File: config.mk
export PLATFORM = sky130hd
export DESIGN_NAME = lru_assoc_cache_table_top
export DESIGN_NICKNAME = d
export VERILOG_FILES = /design/src/rtl/core/lru_cache_pkg.sv /design/src/rtl/core/lru_cache_ram.sv /design/src/rtl/core/lru_assoc_cache_table_top.sv
export VERILOG_INCLUDE_DIRS = /design/src /design/src/rtl/core
export SDC_FILE = /design/constraint.sdc
export NUM_CORES = 2
export LEC_CHECK = 0
export ABC_AREA = 1
export BUFFER_PORTS_ARGS = -buffer_cell sky130_fd_sc_hd__buf_4
export CORE_ASPECT_RATIO = 1.75
export CORE_MARGIN = 4
export CORE_UTILIZATION = 65
export DETAILED_ROUTE_END_ITERATION = 7
export PLACE_DENSITY = 0.82
export SLEW_MARGIN = 40
export SYNTH_ARGS = -nofsm -noshare
export SYNTH_HDL_FRONTEND = slang
export SYNTH_SLANG_ARGS = --single-unit
File: constraint.sdc
create_clock -name clk -period 33.3 [get_ports clk]
set_input_delay 1.665 -clock clk [delete_from_list [all_inputs] [get_ports clk]]
set_output_delay 1.665 -clock clk [all_outputs]
set_load 0.005 [all_outputs]
File: src/rtl/core/lru_assoc_cache_table_top_assert.svh
// Assertion macros for the LRU cache table top level.
`ifndef LRU_ASSOC_CACHE_TABLE_TOP_ASSERT_SVH
`define LRU_ASSOC_CACHE_TABLE_TOP_ASSERT_SVH

// Same-cycle implication, checked on clk, masked while in reset.
`define LCT_ASSERT_IMP(lbl, ante, cons, msg) \
	lbl: assert property (@(posedge clk) disable iff (!arst_n) (ante) |-> (cons)) \
		else $error(msg);

// Next-cycle implication, checked on clk, masked while in reset.
`define LCT_ASSERT_NXT(lbl, ante, cons, msg) \
	lbl: assert property (@(posedge clk) disable iff (!arst_n) (ante) |=> (cons)) \
		else $error(msg);

`endif

File: src/rtl/core/lru_cache_pkg.sv
// Types, codes and widths shared by the LRU cache table.
`default_nettype none

package lru_cache_pkg;

	localparam int SLOTS_DEF = 16;

	localparam int CFG_W  = 5;
	localparam int FUNC_W = 2;
	localparam int KEY_W  = 31;
	localparam int VAL_W  = 32;
	localparam int AGE_W  = 64;
	localparam int OC_W   = 2;

	localparam int IN_DATA_W  = 64;
	localparam int OUT_DATA_W = 32;
	localparam int OUT_USER_W = 3;

	localparam logic [CFG_W-1:0] SLOTS_IN_USE_RST = 5'd16;

	// Operation codes
	localparam logic [FUNC_W-1:0] FUNC_GET   = 2'd0;
	localparam logic [FUNC_W-1:0] FUNC_PUT   = 2'd1;
	localparam logic [FUNC_W-1:0] FUNC_INVAL = 2'd2;
	localparam logic [FUNC_W-1:0] FUNC_NOP   = 2'd3;

	// Put outcome codes
	localparam logic [OC_W-1:0] OC_UPDATE = 2'd0;
	localparam logic [OC_W-1:0] OC_FILL   = 2'd1;
	localparam logic [OC_W-1:0] OC_EVICT  = 2'd2;
	localparam logic [OC_W-1:0] OC_NONE   = 2'd3;

	typedef enum logic [1:0] {
		ST_IDLE,
		ST_SCAN,
		ST_LAST,
		ST_DONE
	} state_t;

	// One stored slot: key, value and age stamp
	typedef struct packed {
		logic [KEY_W-1:0] key;
		logic [VAL_W-1:0] val;
		logic [AGE_W-1:0] age;
	} entry_t;

	localparam int ENTRY_W = KEY_W + VAL_W + AGE_W;

endpackage

`default_nettype wire

File: src/rtl/core/lru_cache_ram.sv
// Generic single-write, single-read RAM with registered read data.
`default_nettype none

module lru_cache_ram #(
	parameter int WIDTH = 8,
	parameter int DEPTH = 16,
	localparam int AW = (DEPTH > 1) ? $clog2(DEPTH) : 1
) (
	input  wire logic             clk,
	input  wire logic             wr_en,
	input  wire logic [AW-1:0]    wr_addr,
	input  wire logic [WIDTH-1:0] wr_data,
	input  wire logic             rd_en,
	input  wire logic [AW-1:0]    rd_addr,
	output logic      [WIDTH-1:0] rd_data
);

	logic [WIDTH-1:0] mem [DEPTH];

	// Write port
	always_ff @(posedge clk) begin
		if (wr_en) begin
			mem[wr_addr] <= wr_data;
		end
	end

	// Registered read port
	always_ff @(posedge clk) begin
		if (rd_en) begin
			rd_data <= mem[rd_addr];
		end
	end

endmodule

`default_nettype wire

File: src/rtl/core/lru_assoc_cache_table_top.sv
// Get, put and invalidate run IDLE, a SCAN over the slots in use, LAST and DONE, then the output register.
// Unused code and zero-value put go from IDLE straight to DONE; they do not touch the table.
// A new item is accepted only in IDLE, after the serial scan over the slot RAM read port and DONE.
// The scan compares key, empty slot and oldest age for one slot per cycle in one shared unit.
// Reset clears all valid bits, the age counter and slots_in_use (16) at once; no clearing pass.
// A finished result waits in the output register while the next item is accepted.
`default_nettype none
`include "lru_assoc_cache_table_top_assert.svh"

module lru_assoc_cache_table_top
	import lru_cache_pkg::*;
#(
	parameter int SLOTS = SLOTS_DEF,
	localparam int IW = (SLOTS > 1) ? $clog2(SLOTS) : 1
) (
	input  wire logic                  clk,
	input  wire logic                  arst_n,
	// Configuration: slots_in_use
	input  wire logic                  cfg_wr_en,
	input  wire logic [CFG_W-1:0]      cfg_wr_data,
	// Input beat
	input  wire logic                  s_axis_tvalid,
	output logic                       s_axis_tready,
	input  wire logic [IN_DATA_W-1:0]  s_axis_tdata,  // lookup_key[30:0], store_value[62:31], 0
	input  wire logic [FUNC_W-1:0]     s_axis_tuser,  // func[1:0]
	// Result beat
	output logic                       m_axis_tvalid,
	input  wire logic                  m_axis_tready,
	output logic [OUT_DATA_W-1:0]      m_axis_tdata,  // read_value[31:0]
	output logic [OUT_USER_W-1:0]      m_axis_tuser   // hit[0], put_outcome[2:1]
);

	state_t state_q, state_d;

	logic [CFG_W-1:0] slots_cfg_q;
	logic [IW-1:0]    n_last;

	logic [FUNC_W-1:0] func_q;
	logic [KEY_W-1:0]  key_q;
	logic [VAL_W-1:0]  val_q;
	logic              trivial_q;

	logic [SLOTS-1:0] valid_q;
	logic [AGE_W-1:0] age_q;
	logic [AGE_W-1:0] stamp;

	logic [IW-1:0] scan_idx_q;
	logic          chk_v_s1;
	logic [IW-1:0] chk_idx_s1;

	logic             match_found_q;
	logic [IW-1:0]    match_idx_q;
	logic [VAL_W-1:0] match_val_q;
	logic             empty_found_q;
	logic [IW-1:0]    empty_idx_q;
	logic [AGE_W-1:0] min_age_q;
	logic [IW-1:0]    min_idx_q;

	logic             rd_en;
	logic [ENTRY_W-1:0] rd_word;
	entry_t           rd_ent;
	logic             wr_en;
	logic [IW-1:0]    wr_idx;
	entry_t           wr_ent;
	logic             set_valid;
	logic             clr_valid;
	logic             bump_age;
	logic             advance;

	logic             res_hit;
	logic [VAL_W-1:0] res_val;
	logic [OC_W-1:0]  res_oc;

	logic             out_valid_q;
	logic             out_hit_q;
	logic [VAL_W-1:0] out_val_q;
	logic [OC_W-1:0]  out_oc_q;

	logic in_beat;

	assign in_beat = s_axis_tvalid && s_axis_tready;
	assign stamp   = age_q + 64'd1;
	assign rd_ent  = entry_t'(rd_word);

	// Clamp the slot count to 1..SLOTS, kept as last index
	always_comb begin
		if (slots_cfg_q == '0) begin
			n_last = '0;
		end else if (32'(slots_cfg_q) > SLOTS) begin
			n_last = IW'(SLOTS - 1);
		end else begin
			n_last = IW'(slots_cfg_q - 5'd1);
		end
	end

	// Configuration register
	always_ff @(posedge clk or negedge arst_n) begin
		if (!arst_n) begin
			slots_cfg_q <= SLOTS_IN_USE_RST;
		end else if (cfg_wr_en) begin
			slots_cfg_q <= cfg_wr_data;
		end
	end

	// Slot storage: key, value, age
	lru_cache_ram #(
		.WIDTH(ENTRY_W),
		.DEPTH(SLOTS)
	) u_slot_ram (
		.clk    (clk),
		.wr_en  (wr_en),
		.wr_addr(wr_idx),
		.wr_data(wr_ent),
		.rd_en  (rd_en),
		.rd_addr(scan_idx_q),
		.rd_data(rd_word)
	);

	// State register
	always_ff @(posedge clk or negedge arst_n) begin
		if (!arst_n) begin
			state_q <= ST_IDLE;
		end else begin
			state_q <= state_d;
		end
	end

	// Next state, commit decision and result
	always_comb begin
		state_d       = state_q;
		s_axis_tready = 1'b0;
		rd_en         = 1'b0;
		advance       = 1'b0;
		wr_en         = 1'b0;
		wr_idx        = match_idx_q;
		wr_ent        = '{key: key_q, val: val_q, age: stamp};
		set_valid     = 1'b0;
		clr_valid     = 1'b0;
		bump_age      = 1'b0;
		res_hit       = 1'b0;
		res_val       = '0;
		res_oc        = OC_NONE;
		case (state_q)
			ST_IDLE: begin
				s_axis_tready = 1'b1;
				if (s_axis_tvalid) begin
					if ((s_axis_tuser == FUNC_NOP) ||
					    ((s_axis_tuser == FUNC_PUT) && (s_axis_tdata[62:31] == '0))) begin
						state_d = ST_DONE;
					end else begin
						state_d = ST_SCAN;
					end
				end
			end
			ST_SCAN: begin
				rd_en = 1'b1;
				if (scan_idx_q == n_last) begin
					state_d = ST_LAST;
				end
			end
			ST_LAST: begin
				state_d = ST_DONE;
			end
			ST_DONE: begin
				advance = !out_valid_q || m_axis_tready;
				if (advance) begin
					state_d = ST_IDLE;
				end
				if (!trivial_q) begin
					case (func_q)
						FUNC_GET: begin
							if (match_found_q) begin
								res_hit  = 1'b1;
								res_val  = match_val_q;
								wr_en    = advance;
								wr_ent   = '{key: key_q, val: match_val_q, age: stamp};
								bump_age = advance;
							end
						end
						FUNC_PUT: begin
							wr_en    = advance;
							bump_age = advance;
							if (match_found_q) begin
								res_hit = 1'b1;
								res_oc  = OC_UPDATE;
							end else if (empty_found_q) begin
								wr_idx    = empty_idx_q;
								set_valid = advance;
								res_oc    = OC_FILL;
							end else begin
								wr_idx    = min_idx_q;
								set_valid = advance;
								res_oc    = OC_EVICT;
							end
						end
						FUNC_INVAL: begin
							if (match_found_q) begin
								res_hit   = 1'b1;
								clr_valid = advance;
							end
						end
						default: begin
						end
					endcase
				end
			end
			default: begin
				state_d = ST_IDLE;
			end
		endcase
	end

	// Latch the input beat
	always_ff @(posedge clk) begin
		if (in_beat) begin
			func_q    <= s_axis_tuser;
			key_q     <= s_axis_tdata[30:0];
			val_q     <= s_axis_tdata[62:31];
			trivial_q <= (s_axis_tuser == FUNC_NOP) ||
			             ((s_axis_tuser == FUNC_PUT) && (s_axis_tdata[62:31] == '0));
		end
	end

	// Scan address and read-data tag
	always_ff @(posedge clk or negedge arst_n) begin
		if (!arst_n) begin
			scan_idx_q <= '0;
			chk_v_s1   <= 1'b0;
			chk_idx_s1 <= '0;
		end else begin
			chk_v_s1   <= rd_en;
			chk_idx_s1 <= scan_idx_q;
			if (in_beat) begin
				scan_idx_q <= '0;
			end else if (rd_en) begin
				scan_idx_q <= scan_idx_q + 1'b1;
			end
		end
	end

	// Shared compare unit: key match, first empty, oldest age
	always_ff @(posedge clk or negedge arst_n) begin
		if (!arst_n) begin
			match_found_q <= 1'b0;
			empty_found_q <= 1'b0;
		end else if (in_beat) begin
			match_found_q <= 1'b0;
			empty_found_q <= 1'b0;
		end else if (chk_v_s1) begin
			if (valid_q[chk_idx_s1] && (rd_ent.key == key_q) && !match_found_q) begin
				match_found_q <= 1'b1;
			end
			if (!valid_q[chk_idx_s1] && !empty_found_q) begin
				empty_found_q <= 1'b1;
			end
		end
	end

	// Indexes, value and age of the scan winners
	always_ff @(posedge clk) begin
		if (chk_v_s1) begin
			if (valid_q[chk_idx_s1] && (rd_ent.key == key_q) && !match_found_q) begin
				match_idx_q <= chk_idx_s1;
				match_val_q <= rd_ent.val;
			end
			if (!valid_q[chk_idx_s1] && !empty_found_q) begin
				empty_idx_q <= chk_idx_s1;
			end
			if ((chk_idx_s1 == '0) || (rd_ent.age < min_age_q)) begin
				min_age_q <= rd_ent.age;
				min_idx_q <= chk_idx_s1;
			end
		end
	end

	// Valid bits and age counter
	always_ff @(posedge clk or negedge arst_n) begin
		if (!arst_n) begin
			valid_q <= '0;
			age_q   <= '0;
		end else begin
			if (set_valid) begin
				valid_q[wr_idx] <= 1'b1;
			end
			if (clr_valid) begin
				valid_q[match_idx_q] <= 1'b0;
			end
			if (bump_age) begin
				age_q <= stamp;
			end
		end
	end

	// Output register: hold the result beat until taken
	always_ff @(posedge clk or negedge arst_n) begin
		if (!arst_n) begin
			out_valid_q <= 1'b0;
		end else if (advance) begin
			out_valid_q <= 1'b1;
		end else if (m_axis_tready) begin
			out_valid_q <= 1'b0;
		end
	end

	always_ff @(posedge clk) begin
		if (advance) begin
			out_hit_q <= res_hit;
			out_val_q <= res_val;
			out_oc_q  <= res_oc;
		end
	end

	assign m_axis_tvalid = out_valid_q;
	assign m_axis_tdata  = out_val_q;
	assign m_axis_tuser  = {out_oc_q, out_hit_q};

	// Checks
	`LCT_ASSERT_IMP(a_scan_bound, state_q == ST_SCAN, scan_idx_q <= n_last,
		"scan index past the slots in use")
	`LCT_ASSERT_NXT(a_beat_leaves_idle, in_beat, state_q != ST_IDLE,
		"input beat accepted but sequencer stayed idle")
	`LCT_ASSERT_IMP(a_fill_slot_empty, (state_q == ST_DONE) && empty_found_q,
		!valid_q[empty_idx_q], "slot chosen for fill is not empty")
	`LCT_ASSERT_IMP(a_update_is_hit, m_axis_tvalid && (m_axis_tuser[2:1] == OC_UPDATE),
		m_axis_tuser[0], "in-place update reported without a hit")

endmodule

`default_nettype wire

==> results.cfg <==
[outcome]
outcome = finished, final reports clean

[place]
pre_cts_slack_ps = 27740
dpl-instance-area_sq_mm = 0.1007
io_buffers = 111
globalplace.congestion = 0.9238
dp_hpwl_um = 127800

[synth]
yosysWarnings = 0
synthArstFlopShare_pct = 4.013
avgSynthCellArea_sq_um = 13.46
synth_nets = 7367
seq_area_frac_synth_pct = 75.71
synth-edff-count = 2368
ys_types = 50
synth-seq-cells = 2467
syn_inst = 7221
syn_area_sq_mm = 0.09720
synth_top_flop_cell = edfxtp_1

[setup_path]
r2r_setup_slack_ps = 27730
critPathKind = flip-flop to flip-flop
reg2reg_depth = 10
crit_fanout = 179
setup.worst_path.end_class = flip-flop
cp_data_required_time_ps = 33920
rr_startpoint = scan_idx_q[0]$_DFFE_PN0P_
startpoint_type = flip-flop
r2r-end = u_slot_ram.rd_data[16]$_DFFE_PP_
critPathArrivalTime_ps = 6190

[clocking]
cts_buffers = 198
clock_sinks = 2467
clk_pin_slew_worst_paths_ps = 70
post_cts_buffers = 0
cts_resized = 0
cts_tree = done
clock_path_buffers = 3
cts-root-buf = clkbuf_16
htree_levels = 4
hold_buffers = 0
clk_latency_ps = 850

[sta]
rsz0062_at_grt = no
tightest_slew_ps = 918.9
fin_skew_ps = 45.12
setup_viol = 0
drv_slew = 0
finalSetupTns_ps = 0
timing.final.crit_share_pct = 16.72
hold_viol_final = 0
max_clock_freq_mhz = 179.6
min_period_ps = 5569
fin_hold_ws_ps = 417.5
final.setup.worst_slack_ps = 27730
max_slew_margin_pct = 38.74

[die]
ios = 113
die_w_um = 300.3
die_y_um = 519.6
core.rowCount = 187
core_area_sq_mm = 0.1486
initial_core_util_pct = 65.42
dieArea_sq_mm = 0.1560

[drt]
finalWirelength_um = 247900
drtAntennaViolNets = 0
first_pass_iters = 8
vias_per_cell = 6.700
drt_iter0_markers = 9357
route.detailed.drc = 0
wl_per_cell_um = 26.40
via_count = 62900

[layout]
drive_gt1_share_pct = 9.133
area_growth_pct = 10.68
fillers = 8499
fin_nets = 7376
fin_area_sq_mm = 0.1076

[min_path]
min_to = match_val_q[4]$_DFFE_PP_
hp-class = flip-flop to flip-flop
min_path_cells = 0
hold_start = u_slot_ram.rd_data[68]$_DFFE_PP_

[power_and_ir_drop]
powerDensity_mw_per_mm2 = 83.77
ir_drop_uv = 63.33
leakage_nw = 35.57

[grt]
first_global_vias = 62620
antenna_found_initial = 7
grt_usage_pct = 31.02
grt-ovfl-total = 0
grt_max_degree = 204
grt_pass1_wl_um = 366000

[flow_run]
drv_cap = 0
[area by class of cell]
type / instances / area (sq um) / share of cell area, %
antenna: 2 / 5.005 / 0.004652
clock buffer: 248 / 5309 / 4.935
clock inverter: 124 / 1255 / 1.167
inverter: 249 / 970.9 / 0.9025
multi-input combinational: 4055 / 21400 / 19.89
sequential: 2467 / 73600 / 68.41
tap: 1984 / 2482 / 2.307
timing repair buffer: 259 / 2561 / 2.381
[critical path, cell delays in order (launching register included)]
cell and delay [ps]:
dfrtp_4 780, inv_12 660, buf_12 370, buf_16 370
buf_4 760, buf_6 570, buf_6 560, o21ai_0 180
o22ai_1 160, nor2_1 80, o21ai_0 340
[cell usage after synthesis, types with 6 or more instances]
cell / instances / share of area [%]
xor2_1: 57 / 0.51
nor3_1: 42 / 0.22
ha_1: 70 / 0.90
buf_1: 20 / 0.077
o22ai_1: 297 / 1.9
dfrtp_1: 98 / 2.5
mux2i_1: 15 / 0.15
buf_2: 87 / 0.45
o211ai_1: 104 / 0.80
inv_2: 6 / 0.023
a21oi_1: 44 / 0.23
o221ai_1: 247 / 2.2
clkbuf_1: 339 / 1.3
o31ai_1: 6 / 0.046
nand3_1: 99 / 0.51
inv_1: 242 / 0.93
o32ai_1: 6 / 0.054
nor2_4: 6 / 0.070
nor2_1: 1279 / 4.9
nor2_2: 6 / 0.039
o21ai_0: 1140 / 5.9
o21a_1: 14 / 0.11
nand2_1: 467 / 1.8
edfxtp_1: 2368 / 73
nand4_1: 32 / 0.21
xnor2_1: 13 / 0.12
o21ai_1: 68 / 0.35
[state kept, by name, indices dropped and copies added (netlist names), 5 cells and up]
signal              cells
slots_cfg_q             5
valid_q                16
match_val_q            32
val_q                  32
u_slot_ram.rd_data    127
m_axis_tdata           32
key_q                  31
u_slot_ram.mem       2032
age_q                  64
min_age_q              64
[metal layers]
metal	wire length (um)	GRT usage [%]	share of wire (%)	vias up
li1	-	-	-	26800
met1	83030	38.80	33	30730
met2	125900	52.75	51	4516
met3	26650	5.027	11	849
met4	12330	15.99	5.0	2
met5	14	0	0.0056	-
[metrics by stage]
| step | power, mW | utilization [%] | std cells |
|---|---|---|---|
| after CTS | 8.940 | 72.21 | 9377 |
| final | 9.012 | 72.41 | 9388 |
| after global placement | 6.426 | 67.26 | 8990 |
| after floorplan | 5.774 | - | 7221 |
| after detailed placement | 6.592 | 67.79 | 9005 |
| after global routing | 9.385 | 72.41 | 9388 |
[worst max-delay path by stage]
stage | from | endpoint | slack, ps | cells past startpoint
2_1_floorplan | m_axis_tready | u_slot_ram.mem[14][0]$_DFFE_PP_ | 18100 | 4
3_3_place_gp | m_axis_tready | u_slot_ram.mem[11][118]$_DFFE_PP_ | 27330 | 9
3_5_place_dp | scan_idx_q[0]$_DFFE_PN0P_ | u_slot_ram.rd_data[16]$_DFFE_PP_ | 27740 | 9
4_1_cts | scan_idx_q[0]$_DFFE_PN0P_ | u_slot_ram.rd_data[13]$_DFFE_PP_ | 27670 | 9
5_1_grt | scan_idx_q[0]$_DFFE_PN0P_ | u_slot_ram.rd_data[13]$_DFFE_PP_ | 27600 | 10
6_report | scan_idx_q[0]$_DFFE_PN0P_ | u_slot_ram.rd_data[16]$_DFFE_PP_ | 27730 | 10
[layout by cell type (no fill, tap or decap), types with 7 or more instances in the layout]
| master | Yosys | routed |
|---|---|---|
| a21oi_1 | 44 | 43 |
| buf_12 | 0 | 15 |
| buf_16 | 0 | 13 |
| buf_4 | 4 | 190 |
| buf_6 | 0 | 37 |
| bufinv_16 | 0 | 19 |
| clkbuf_1 | 339 | 39 |
| clkbuf_16 | 0 | 203 |
| clkinv_1 | 0 | 41 |
| clkinv_2 | 1 | 34 |
| clkinvlp_4 | 0 | 10 |
| dfrtp_1 | 98 | 94 |
| edfxtp_1 | 2368 | 2368 |
| ha_1 | 70 | 69 |
| inv_1 | 242 | 237 |
| inv_6 | 0 | 10 |
| mux2i_1 | 15 | 15 |
| nand2_1 | 467 | 467 |
| nand3_1 | 99 | 99 |
| nand4_1 | 32 | 32 |
| nor2_1 | 1279 | 1263 |
| nor2_2 | 6 | 7 |
| nor2_4 | 6 | 21 |
| nor3_1 | 42 | 40 |
| o211ai_1 | 104 | 104 |
| o21a_1 | 14 | 14 |
| o21ai_0 | 1140 | 1133 |
| o21ai_1 | 68 | 68 |
| o21ai_2 | 1 | 8 |
| o221ai_1 | 247 | 247 |
| o22ai_1 | 297 | 297 |
| xnor2_1 | 13 | 8 |
| xor2_1 | 57 | 16 |
| xor2_2 | 2 | 43 |
[power breakdown]
part / internal, mW / total, mW / switching, mW
sequential: 3.92 / 4.10 / 0.182
clock: 1.29 / 2.37 / 1.08
combinational: 0.717 / 2.54 / 1.83
[kinds of logic (layout without fill, tap and decap cells)]
kind of cell | after synthesis | count (layout) | share of synthesized area, %
buffers and inverters | 699 | 880 | 2.828
DFF | 2467 | 2467 | 75.71
other | 0 | 2 | 0
adders and majority gates | 70 | 70 | 0.9011
and+or+nand+nor | 1957 | 1957 | 8.022
xor gates and xnor gates | 72 | 72 | 0.6642
muxes | 15 | 15 | 0.1545
AOI/OAI and AO/OA | 1941 | 1941 | 11.72
Note: power is estimated with default switching activity, not from simulation.
